`config.mk`:
```
export PLATFORM = sky130hd
export DESIGN_NAME = ping_rtt_statistics
export DESIGN_NICKNAME = d
export VERILOG_FILES = /design/src/rtl/core/prs_pkg.sv /design/src/rtl/core/prs_estimator.sv /design/src/rtl/core/prs_history.sv /design/src/rtl/core/ping_rtt_statistics.sv
export SDC_FILE = /design/constraint.sdc
export NUM_CORES = 2
export LEC_CHECK = 0
export BUFFER_PORTS_ARGS = -buffer_cell sky130_fd_sc_hd__buf_2
export CORE_UTILIZATION = 55
export DETAILED_ROUTE_END_ITERATION = 10
export PLACE_DENSITY = 0.77
export SYNTH_ARGS = -nofsm -noshare
export SYNTH_HDL_FRONTEND = slang
export SYNTH_SLANG_ARGS = --single-unit
export TNS_END_PERCENT = 50
```
`constraint.sdc`:
```
create_clock -name clk -period 8.3 [get_ports clk]
set_input_delay 1.245 -clock clk [delete_from_list [all_inputs] [get_ports clk]]
set_output_delay 1.245 -clock clk [all_outputs]
set_load 0.01 [all_outputs]
```
`src/rtl/core/prs_pkg.sv`:
```
// ----------------------------------------------------------------------------
// prs_pkg
// Types and constants shared by the ping RTT statistics block.
// ----------------------------------------------------------------------------
`default_nettype none

package prs_pkg;

	localparam int unsigned RTT_W = 16;
	localparam int unsigned HOP_W = 8;
	localparam int unsigned IDX_W = 4;
	localparam int unsigned CNT_W = 32;
	localparam int unsigned RTT_SUM_W = 48;
	localparam int unsigned HOP_SUM_W = 40;

	localparam int unsigned HISTORY_DEPTH_DEF = 16;
	// entries that an index of IDX_W bits can reach
	localparam int unsigned IDX_REACH = 1 << IDX_W;

	localparam logic [RTT_W-1:0] LOST_MARK = '1;

	typedef struct packed {
		logic [RTT_W-1:0] ping_time;
		logic [HOP_W-1:0] hop_count;
		logic [IDX_W-1:0] history_index;
	} sample_t;

	typedef struct packed {
		logic [RTT_W-1:0]     smoothed_rtt;
		logic [RTT_W-1:0]     rtt_deviation;
		logic [RTT_W-1:0]     rtt_maximum;
		logic [RTT_W-1:0]     rtt_minimum;
		logic [RTT_SUM_W-1:0] rtt_total;
		logic [CNT_W-1:0]     sample_count;
		logic [CNT_W-1:0]     loss_count;
		logic [HOP_W-1:0]     hops_latest;
		logic [HOP_W-1:0]     hops_maximum;
		logic [HOP_W-1:0]     hops_minimum;
		logic [HOP_SUM_W-1:0] hops_total;
		logic [RTT_W-1:0]     history_entry;
	} stats_t;

	// update strobe for the state holders
	typedef struct packed {
		logic fire;
		logic lost;
	} upd_ctl_t;

endpackage

`default_nettype wire

```
`src/rtl/core/prs_estimator.sv`:
```
// ----------------------------------------------------------------------------
// prs_estimator
// Smoothed RTT and mean deviation state with their single-pass update.
// ----------------------------------------------------------------------------
`default_nettype none

module prs_estimator (
	input  wire logic                         clk,
	input  wire logic                         arst_n,
	input  wire prs_pkg::upd_ctl_t            ctl,
	input  wire logic [prs_pkg::RTT_W-1:0]    ping,
	output logic      [prs_pkg::RTT_W-1:0]    smooth_nxt,
	output logic      [prs_pkg::RTT_W-1:0]    dev_nxt
);

	logic [prs_pkg::RTT_W-1:0] smooth_q;
	logic [prs_pkg::RTT_W-1:0] dev_q;

	logic signed [prs_pkg::RTT_W+1:0] err;
	logic signed [prs_pkg::RTT_W+1:0] err_div;
	logic signed [prs_pkg::RTT_W+1:0] a_raw;
	logic signed [prs_pkg::RTT_W+1:0] mag;
	logic signed [prs_pkg::RTT_W+1:0] diff;
	logic signed [prs_pkg::RTT_W+1:0] diff_div;
	logic signed [prs_pkg::RTT_W+1:0] d_raw;
	logic        [prs_pkg::RTT_W-1:0] a_sat;
	logic        [prs_pkg::RTT_W-1:0] d_sat;

	always_comb begin
		err = $signed({2'b00, ping}) - $signed({2'b00, smooth_q});
		// divisions truncate toward zero
		err_div = err[prs_pkg::RTT_W+1] ? ((err + 18'sd7) >>> 3) : (err >>> 3);
		a_raw = $signed({2'b00, smooth_q}) + err_div;
		mag = err[prs_pkg::RTT_W+1] ? -err : err;
		diff = mag - $signed({2'b00, dev_q});
		diff_div = diff[prs_pkg::RTT_W+1] ? ((diff + 18'sd3) >>> 2) : (diff >>> 2);
		d_raw = $signed({2'b00, dev_q}) + diff_div;

		if (a_raw[prs_pkg::RTT_W+1]) begin
			a_sat = '0;
		end else if (a_raw[prs_pkg::RTT_W]) begin
			a_sat = '1;
		end else begin
			a_sat = a_raw[prs_pkg::RTT_W-1:0];
		end
		if (d_raw[prs_pkg::RTT_W+1]) begin
			d_sat = '0;
		end else if (d_raw[prs_pkg::RTT_W]) begin
			d_sat = '1;
		end else begin
			d_sat = d_raw[prs_pkg::RTT_W-1:0];
		end

		smooth_nxt = ctl.lost ? smooth_q : a_sat;
		dev_nxt    = ctl.lost ? dev_q : d_sat;
	end

	always_ff @(posedge clk or negedge arst_n) begin
		if (!arst_n) begin
			smooth_q <= '0;
			dev_q    <= '0;
		end else if (ctl.fire) begin
			smooth_q <= smooth_nxt;
			dev_q    <= dev_nxt;
		end
	end

endmodule

`default_nettype wire

```
`src/rtl/core/prs_history.sv`:
```
// ----------------------------------------------------------------------------
// prs_history
// Sample history shift line with an indexed read of the updated contents.
// ----------------------------------------------------------------------------
`default_nettype none

module prs_history #(
	parameter int unsigned DEPTH = prs_pkg::HISTORY_DEPTH_DEF
) (
	input  wire logic                         clk,
	input  wire logic                         arst_n,
	input  wire prs_pkg::upd_ctl_t            ctl,
	input  wire logic [prs_pkg::RTT_W-1:0]    push_val,
	input  wire logic [prs_pkg::IDX_W-1:0]    rd_idx,
	output logic      [prs_pkg::RTT_W-1:0]    rd_val
);

	// deeper entries are never reachable by the index
	localparam int unsigned KEEP =
		(DEPTH < prs_pkg::IDX_REACH) ? DEPTH : prs_pkg::IDX_REACH;

	logic [prs_pkg::RTT_W-1:0] hist_q [KEEP];
	logic [prs_pkg::IDX_W-1:0] prev_idx;

	always_comb begin
		prev_idx = rd_idx - 1'b1;
		rd_val = '0;
		if (32'(rd_idx) >= DEPTH) begin
			rd_val = '0;
		end else if (rd_idx == '0) begin
			rd_val = push_val;
		end else begin
			for (int i = 0; i < KEEP; i++) begin
				if (32'(prev_idx) == i) begin
					rd_val = hist_q[i];
				end
			end
		end
	end

	always_ff @(posedge clk or negedge arst_n) begin
		if (!arst_n) begin
			for (int i = 0; i < KEEP; i++) begin
				hist_q[i] <= '0;
			end
		end else if (ctl.fire) begin
			hist_q[0] <= push_val;
			for (int i = 1; i < KEEP; i++) begin
				hist_q[i] <= hist_q[i-1];
			end
		end
	end

endmodule

`default_nettype wire

```
`src/rtl/core/ping_rtt_statistics.sv`:
```
// ----------------------------------------------------------------------------
// ping_rtt_statistics
// Ping round-trip statistics: smoothed RTT and deviation, extrema, sums,
// counters and a sample history.
// ----------------------------------------------------------------------------
// Takes one sample per clock cycle while the result is not stalled and
// returns one stats result for each. An accepted sample lands in the input
// register; the result register is loaded from it when the result stage
// advances. All statistics are updated in a single pass between the input
// register and the result register; a stalled result holds the pipeline
// while still letting one more sample into the input register. A ping_time
// of 65535 is a lost ping: only the counters and the history change. Sums
// and counters saturate. history_index selects the history after this
// sample's push (0 is the newest); an index at or beyond HISTORY_DEPTH
// returns 0. No clearing pass: all state is ready after reset.
// ----------------------------------------------------------------------------
`default_nettype none

module ping_rtt_statistics #(
	parameter int unsigned HISTORY_DEPTH = prs_pkg::HISTORY_DEPTH_DEF
) (
	input  wire logic             clk,
	input  wire logic             arst_n,
	input  wire logic             sample_valid,
	output logic                  sample_ready,
	input  wire prs_pkg::sample_t sample,
	output logic                  stats_valid,
	input  wire logic             stats_ready,
	output prs_pkg::stats_t       stats
);

	logic             valid_s1;
	prs_pkg::sample_t sample_s1;
	logic             advance;
	prs_pkg::upd_ctl_t ctl;

	logic [prs_pkg::CNT_W-1:0]     count_all_q;
	logic [prs_pkg::CNT_W-1:0]     count_lost_q;
	logic [prs_pkg::RTT_W-1:0]     peak_high_q;
	logic [prs_pkg::RTT_W-1:0]     peak_low_q;
	logic [prs_pkg::RTT_SUM_W-1:0] time_sum_q;
	logic [prs_pkg::HOP_W-1:0]     hop_last_q;
	logic [prs_pkg::HOP_W-1:0]     hop_high_q;
	logic [prs_pkg::HOP_W-1:0]     hop_low_q;
	logic [prs_pkg::HOP_SUM_W-1:0] hop_sum_q;

	logic [prs_pkg::RTT_SUM_W:0]   time_add;
	logic [prs_pkg::HOP_SUM_W:0]   hop_add;
	logic [prs_pkg::RTT_W-1:0]     push_val;
	logic [prs_pkg::RTT_W-1:0]     smooth_nxt;
	logic [prs_pkg::RTT_W-1:0]     dev_nxt;
	logic [prs_pkg::RTT_W-1:0]     hist_val;
	prs_pkg::stats_t               res;

	prs_pkg::stats_t stats_q;
	logic            stats_valid_q;

	assign advance      = !stats_valid_q || stats_ready;
	assign sample_ready = !valid_s1 || advance;
	assign ctl.fire     = valid_s1 && advance;
	assign ctl.lost     = (sample_s1.ping_time == prs_pkg::LOST_MARK);
	assign push_val     = sample_s1.ping_time;

	prs_estimator u_est (
		.clk        (clk),
		.arst_n     (arst_n),
		.ctl        (ctl),
		.ping       (sample_s1.ping_time),
		.smooth_nxt (smooth_nxt),
		.dev_nxt    (dev_nxt)
	);

	prs_history #(
		.DEPTH (HISTORY_DEPTH)
	) u_hist (
		.clk      (clk),
		.arst_n   (arst_n),
		.ctl      (ctl),
		.push_val (push_val),
		.rd_idx   (sample_s1.history_index),
		.rd_val   (hist_val)
	);

	always_comb begin
		time_add = {1'b0, time_sum_q} + (prs_pkg::RTT_SUM_W+1)'(sample_s1.ping_time);
		hop_add  = {1'b0, hop_sum_q} + (prs_pkg::HOP_SUM_W+1)'(sample_s1.hop_count);

		res.smoothed_rtt  = smooth_nxt;
		res.rtt_deviation = dev_nxt;
		res.sample_count  = (count_all_q == '1) ? count_all_q : count_all_q + 1'b1;
		res.history_entry = hist_val;

		if (ctl.lost) begin
			res.loss_count   = (count_lost_q == '1) ? count_lost_q : count_lost_q + 1'b1;
			res.rtt_maximum  = peak_high_q;
			res.rtt_minimum  = peak_low_q;
			res.rtt_total    = time_sum_q;
			res.hops_latest  = hop_last_q;
			res.hops_maximum = hop_high_q;
			res.hops_minimum = hop_low_q;
			res.hops_total   = hop_sum_q;
		end else begin
			res.loss_count   = count_lost_q;
			res.rtt_maximum  = (sample_s1.ping_time > peak_high_q) ?
				sample_s1.ping_time : peak_high_q;
			res.rtt_minimum  = (sample_s1.ping_time < peak_low_q) ?
				sample_s1.ping_time : peak_low_q;
			res.rtt_total    = time_add[prs_pkg::RTT_SUM_W] ?
				'1 : time_add[prs_pkg::RTT_SUM_W-1:0];
			res.hops_latest  = sample_s1.hop_count;
			res.hops_maximum = (sample_s1.hop_count > hop_high_q) ?
				sample_s1.hop_count : hop_high_q;
			res.hops_minimum = (sample_s1.hop_count < hop_low_q) ?
				sample_s1.hop_count : hop_low_q;
			res.hops_total   = hop_add[prs_pkg::HOP_SUM_W] ?
				'1 : hop_add[prs_pkg::HOP_SUM_W-1:0];
		end
	end

	always_ff @(posedge clk or negedge arst_n) begin
		if (!arst_n) begin
			valid_s1      <= 1'b0;
			stats_valid_q <= 1'b0;
			count_all_q   <= '0;
			count_lost_q  <= '0;
			peak_high_q   <= '0;
			peak_low_q    <= '1;
			time_sum_q    <= '0;
			hop_last_q    <= '0;
			hop_high_q    <= '0;
			hop_low_q     <= '1;
			hop_sum_q     <= '0;
		end else begin
			if (sample_valid && sample_ready) begin
				valid_s1 <= 1'b1;
			end else if (ctl.fire) begin
				valid_s1 <= 1'b0;
			end
			if (ctl.fire) begin
				stats_valid_q <= 1'b1;
				count_all_q   <= res.sample_count;
				count_lost_q  <= res.loss_count;
				peak_high_q   <= res.rtt_maximum;
				peak_low_q    <= res.rtt_minimum;
				time_sum_q    <= res.rtt_total;
				hop_last_q    <= res.hops_latest;
				hop_high_q    <= res.hops_maximum;
				hop_low_q     <= res.hops_minimum;
				hop_sum_q     <= res.hops_total;
			end else if (stats_ready) begin
				stats_valid_q <= 1'b0;
			end
		end
	end

	always_ff @(posedge clk) begin
		if (sample_valid && sample_ready) begin
			sample_s1 <= sample;
		end
		if (ctl.fire) begin
			stats_q <= res;
		end
	end

	assign stats_valid = stats_valid_q;
	assign stats       = stats_q;

endmodule

`default_nettype wire

```
Yosys cells after proc, flatten, opt, wreduce, memory -nomap -nowiden

Cells that the tools add are included.

Bits in registers: 782
Latch bits: 0
RAM bits: 0
Memory bits (read-only): 0
Logic and storage cells: 128
Memories: 0

Add/sub/neg operators: 12
$mul: 0
Div/mod/pow operators: 0
Order comparisons: 4
Equality and inequality tests: 18
Shifts and indexed selects: 0
Muxes and demuxes: 40
Bitwise operators: 0
Reductions and logical operators: 10

Operators by type and width:

| cell                  | count |
|---|---|
| $mux 16               | 25 |
| $mux 96               | 1 |
| $mux 80               | 1 |
| $add 32x1->32 const B | 2 |
| $eq 32x32->1 const B  | 2 |
| $mux 32               | 2 |
| $mux 18               | 3 |
| $add 48x16->49        | 1 |
| $mux 48               | 1 |
| $add 40x8->41         | 1 |
| $mux 40               | 1 |
| $add 17x18->18        | 2 |
| $eq 4x4->1 const B    | 8 |
| $add 18x3->18 const B | 1 |
| $add 18x4->18 const B | 1 |
| $neg 18->18           | 1 |
| $sub 18x17->18        | 1 |
| $sub 16x16->17        | 1 |
| $eq 16x16->1 const B  | 1 |
| $eq 4x3->1 const B    | 4 |
| $gt 16x16->1          | 1 |
| $lt 16x16->1          | 1 |
| $mux 8                | 2 |
| $eq 4x2->1 const B    | 2 |
| other kinds (10)      | 18 |

Longest topological paths before layout

Depth in word-level cells: 19
Gate-level depth with buffers: 36
Gate-level depth less buffers: 33

Modules after synthesis

Synthesis repeated with hierarchy kept, for this count alone.

Cells, all modules: 3783
Area total of the unflattened synthesis: 42054.1 um^2

By module, submodules not included:

| module              | times used | cells an instance | area each (um^2) |
|---|---|---|---|
| ping_rtt_statistics | 1          | 2017              | 23802.8 |
| prs_history         | 1          | 940               | 11594.9 |
| prs_estimator       | 1          | 826               | 6656.4 |

Worst setup path after synthesis

Ideal clock, no wire load.

Path type: in2reg
Start point: in stats_ready
End point: reg stats_q, in the netlist stats[0], enable pin
Setup time: 0.720 ns
Arrival time: 9.295 ns
Required time: 7.580 ns
Path slack: -1.715 ns
Stages on the path: 6
Buffers on the path: 3
Path through: nand2b_1 nand2_1 inv_1 clkbuf_1 clkbuf_1 clkbuf_1

RTL lines:

| element              | line                       | source |
|---|---|---|
| start, declared      | ping_rtt_statistics.sv:28  | `input wire logic stats_ready,` |
| end signal, assigned | ping_rtt_statistics.sv:161 | `stats_q <= res;` |
| end, declared        | ping_rtt_statistics.sv:55  | `prs_pkg::stats_t stats_q;` |

Worst setup path in the final report

Start point: reg u_est.smooth_q[0] in the netlist's numbering
End point: reg stats_q, in the netlist stats[238], data pin

Cells in the longest elaborated chain, start to end: 10

Ends and longest elaborated chain:

| element                | line                      | source |
|---|---|---|
| start, declared        | prs_estimator.sv:16       | `logic [prs_pkg::RTT_W-1:0] smooth_q;` |
| start signal, assigned | prs_estimator.sv:63       | `smooth_q <= smooth_nxt;` |
| $sub 16x16->17 (*)     | prs_estimator.sv:30       | `err = $signed({2'b00, ping}) - $signed({2'b00, smooth_q});` |
| $neg 18->18            | prs_estimator.sv:34       | `mag = err[prs_pkg::RTT_W+1] ? -err : err;` |
| $mux 18 (*)            | prs_estimator.sv:34       |  |
| $sub 18x17->18 (*)     | prs_estimator.sv:35       | `diff = mag - $signed({2'b00, dev_q});` |
| $add 18x3->18          | prs_estimator.sv:36       | `diff_div = diff[prs_pkg::RTT_W+1] ? ((diff + 18'sd3) >>> 2) : (diff >>> 2);` |
| $mux 18 (*)            | prs_estimator.sv:36       |  |
| $add 17x18->18 (*)     | prs_estimator.sv:37       | `d_raw = $signed({2'b00, dev_q}) + diff_div;` |
| $mux 16                | prs_estimator.sv:48       | `end else if (d_raw[prs_pkg::RTT_W]) begin` |
| $mux 16 (*)            | prs_estimator.sv:46       | `if (d_raw[prs_pkg::RTT_W+1]) begin` |
| $mux 16 (*)            | prs_estimator.sv:55       | `dev_nxt = ctl.lost ? dev_q : d_sat;` |
| via dev_nxt, one bit   | ping_rtt_statistics.sv:51 | `logic [prs_pkg::RTT_W-1:0] dev_nxt;` |

Mark *: on every way through the listed nets, which the timed path passes. The rest lies on a longest branch.
A chain may end at the register's enable or synchronous reset.

==> flow_summary.toml <==
[detailed_routing]
wirelength_um = 102000
viasPerCell = 5.89
drt_iter0_drc = 2959
drc_errors = 0
wl_per_cell_um = 19.2
drt_pre_antenna_iters = 6
via_count = 31500
ant_nets = 0

[cells_and_area]
final_util_pct = 63.6
synthToLayoutAreaGrowth_pct = 13.6
fin_area_mm2 = 0.0449
layout_commonest_cell = "nand2_1"
final_cell_mix = "1032 x nand2_1, 458 x dfrtp_1, 288 x buf_2"
fin_nets = 4515
drive_above_1_share_pct = 14.6

[cts]
worstSkewPairLatency_ns = 0.64
clockBufferDepth = 3
cts_hold_buf = 0
htree_num_levels = 3
clock-root-buffer = "clkbuf_16"
cts_buffers = 82
cts_sinks = 766
clk_pin_slew_ns = 0.07
cts_tree = "done"

[timing]
fmax_mhz = 127
postLayoutSetupSlackWorst_ns = 0.446
hold_violations = 0
fin_tns_setup_ns = 0
tightest_slew_ns = 1.19
rsz0062_at_grt = "false"
finalClockSkew_ns = 0.0287
post-route-period-util_pct = 94.6
whs_ns = 0.485
relSlewSlack_pct = 20.4
maxSlewViolCount = 0
setup_viol = 0
period_needed_ns = 7.85

[die]
die_y_um = 270
fp.coreArea_mm2 = 0.0706
dieWidth_um = 270
initial_core_util_pct = 56.0
placementRows = 97
die_area_mm2 = 0.0730
io-pin-count = 290

[synth]
syn_nets = 4272
yosys.cell_types.count = 80
synth_area_mm2 = 0.0395
synth-edff-count = 284
yosysSeqAreaShare_pct = 52.1
async_reset_ff_share_pct = 62.9
synthCells = 4096
avgSynthCellArea_um2 = 9.66
synth_seq_cells = 766
yosysWarnings = 0
synth_ff_type = "dfrtp_1"

[outcome]
status = "completed"

[global_routing]
grt_pass1_wl_um = 161000
antenna_found_initial = 2
track_usage_pct = 27.5
grt_max_degree = 198
grt.overflow.total = 0
grt_pass1_vias = 29300

[place]
portBuffers = 289
placed_area_mm2 = 0.0420
hpwl_um = 68300
gp_congestion = 0.925
preCtsSetupSlack_ns = -0.0275

[power_and_ir_drop]
intPower_mw = 12.5
seqPwrFrac_pct = 27.6
clkPwrFrac_pct = 17.4
p_sw_mw = 9.13
switching_share_pct = 42.2
peakVddDrop_mv = 0.497
combinationalPowerShare_pct = 55.0
p_leak_nw = 20.6
pwr_density_cell_mw_per_mm2 = 482

[worst_setup_path]
path_max_fanout = 9
cp-start-kind = "flop"
cp_slowest_stage_delay_ns = 0.59
ff2ff_setup_slack_ns = 0.45
path_class = "flop to flop"
critPathSlowestCell = "or4_4"
arrival_ns = 8.22
crit_required_ns = 8.66
endpoint_kind = "flop"

[min_path]
hold_class = "flop to flop"

[job]
drv_cap = 0
-- power groups by stage --
| stage | sequential (mW) | clock, mW | combinational, mW |
|---|---|---|---|
| after floorplan | 6.00 | 0 | 8.73 |
| after global placement | 6.00 | 0 | 11.2 |
| after detailed placement | 6.03 | 0 | 11.4 |
| after CTS | 5.97 | 3.84 | 11.6 |
| after global routing | 6.09 | 3.98 | 13.2 |
| final | 5.98 | 3.77 | 11.9 |
-- cells by family (layout without fill, tap and decap cells) --
kind of cell | Yosys count | after routing | synth area share, %
adder cells (fa/ha/maj) | 144 | 144 | 4.67
flip-flops | 766 | 766 | 52.1
AND/OR/NAND/NOR | 1733 | 1733 | 18.9
XOR/XNOR | 257 | 257 | 5.69
multiplexers | 90 | 90 | 2.54
AO/OA/AOI/OAI | 780 | 780 | 12.9
other | 0 | 2 | 0
buffers and inverters | 326 | 638 | 3.13
-- Yosys cell counts, types with 32 or more instances --
master	n	area [um2]
o21ai_0	134	671
a31oi_1	68	425
a21o_1	38	285
nor2_1	263	987
nand3_1	82	410
xor2_1	93	815
mux2_2	80	901
a221oi_1	32	280
nand2_1	1034	3880
ha_1	138	1730
nor3_1	79	395
edfxtp_1	284	8530
xnor2_1	164	1440
a22oi_1	33	248
dfrtp_1	458	11500
clkbuf_1	172	646
nand4_1	52	325
and3_1	46	288
a21oi_1	220	1100
inv_1	132	495
o22ai_1	48	300
-- state kept, by name, summed over array words and instances (netlist names), 12 cells and up --
signal and cells:
sample_s1 12, u_est.dev_q 16, u_est.smooth_q 16, push_val 16, count_all_q 32, u_hist.hist_q 240
hop_sum_q 40, peak_low_q 16, stats 256, time_sum_q 48, peak_high_q 16, count_lost_q 32
-- worst max-delay path, delay by kind of cell, from the launching register on --
kind	cells	cell delay, ns
and+or+nand+nor	10	1.88
muxes	1	0.08
DFF	1	0.42
xor gates and xnor gates	1	0.17
AOI/OAI and AO/OA	13	3.18
buffers and inverters	2	0.23
adders and majority gates	5	1.59
-- what timing repair did --
| action | in CTS | in global routing |
|---|---|---|
| gates resized for setup | 2 | 13 |
| endpoints found under the setup margin | 13 | 31 |
| setup buffers | 0 | 6 |
| pin swaps | 0 | 4 |
| hold endpoints to repair | 0 | 0 |
-- metal layers --
layer	vias to the layer above	part of all wire, %	track usage [%]
met5	-	0.013	0
met4	2	3.1	9.52
met3	178	7.1	4.11
met2	1134	47	44.2
met1	15300	43	38.2
li1	14900	-	-
-- stage by stage --
step | power (mW) | instances
2_1_floorplan | 14.7 | 4096
3_3_place_gp | 17.2 | 5188
3_5_place_dp | 17.5 | 5188
4_1_cts | 21.4 | 5341
5_1_grt | 23.2 | 5348
6_report | 21.7 | 5350
-- area by class of cell --
| type | count | area (um2) |
|---|---|---|
| fillers | 5659 | 25700 |
| flip-flops and latches | 766 | 20600 |
| multi-input cells | 3004 | 17900 |
| clock buffers | 107 | 2290 |
| repair buffers | 353 | 1990 |
| well taps | 940 | 1180 |
| inverters | 132 | 503 |
| clock inverters | 46 | 489 |
| diodes | 2 | 5.00 |
-- path summary, 6_finish.rpt --
path,to,start,depth (start not counted)
worst max-delay path,stats[238],u_est.smooth_q[0],32
worst min register to register,hop_last_q[1],hop_last_q[1],2
worst min-delay path,hop_last_q[1],hop_last_q[1],2
max in group asynchronous,u_hist.hist_q[173],arst_n,2
min in group asynchronous,u_est.dev_q[7],arst_n,1
worst max register to register,stats[238],u_est.smooth_q[0],32
Note: power is estimated with default switching activity, not from simulation.
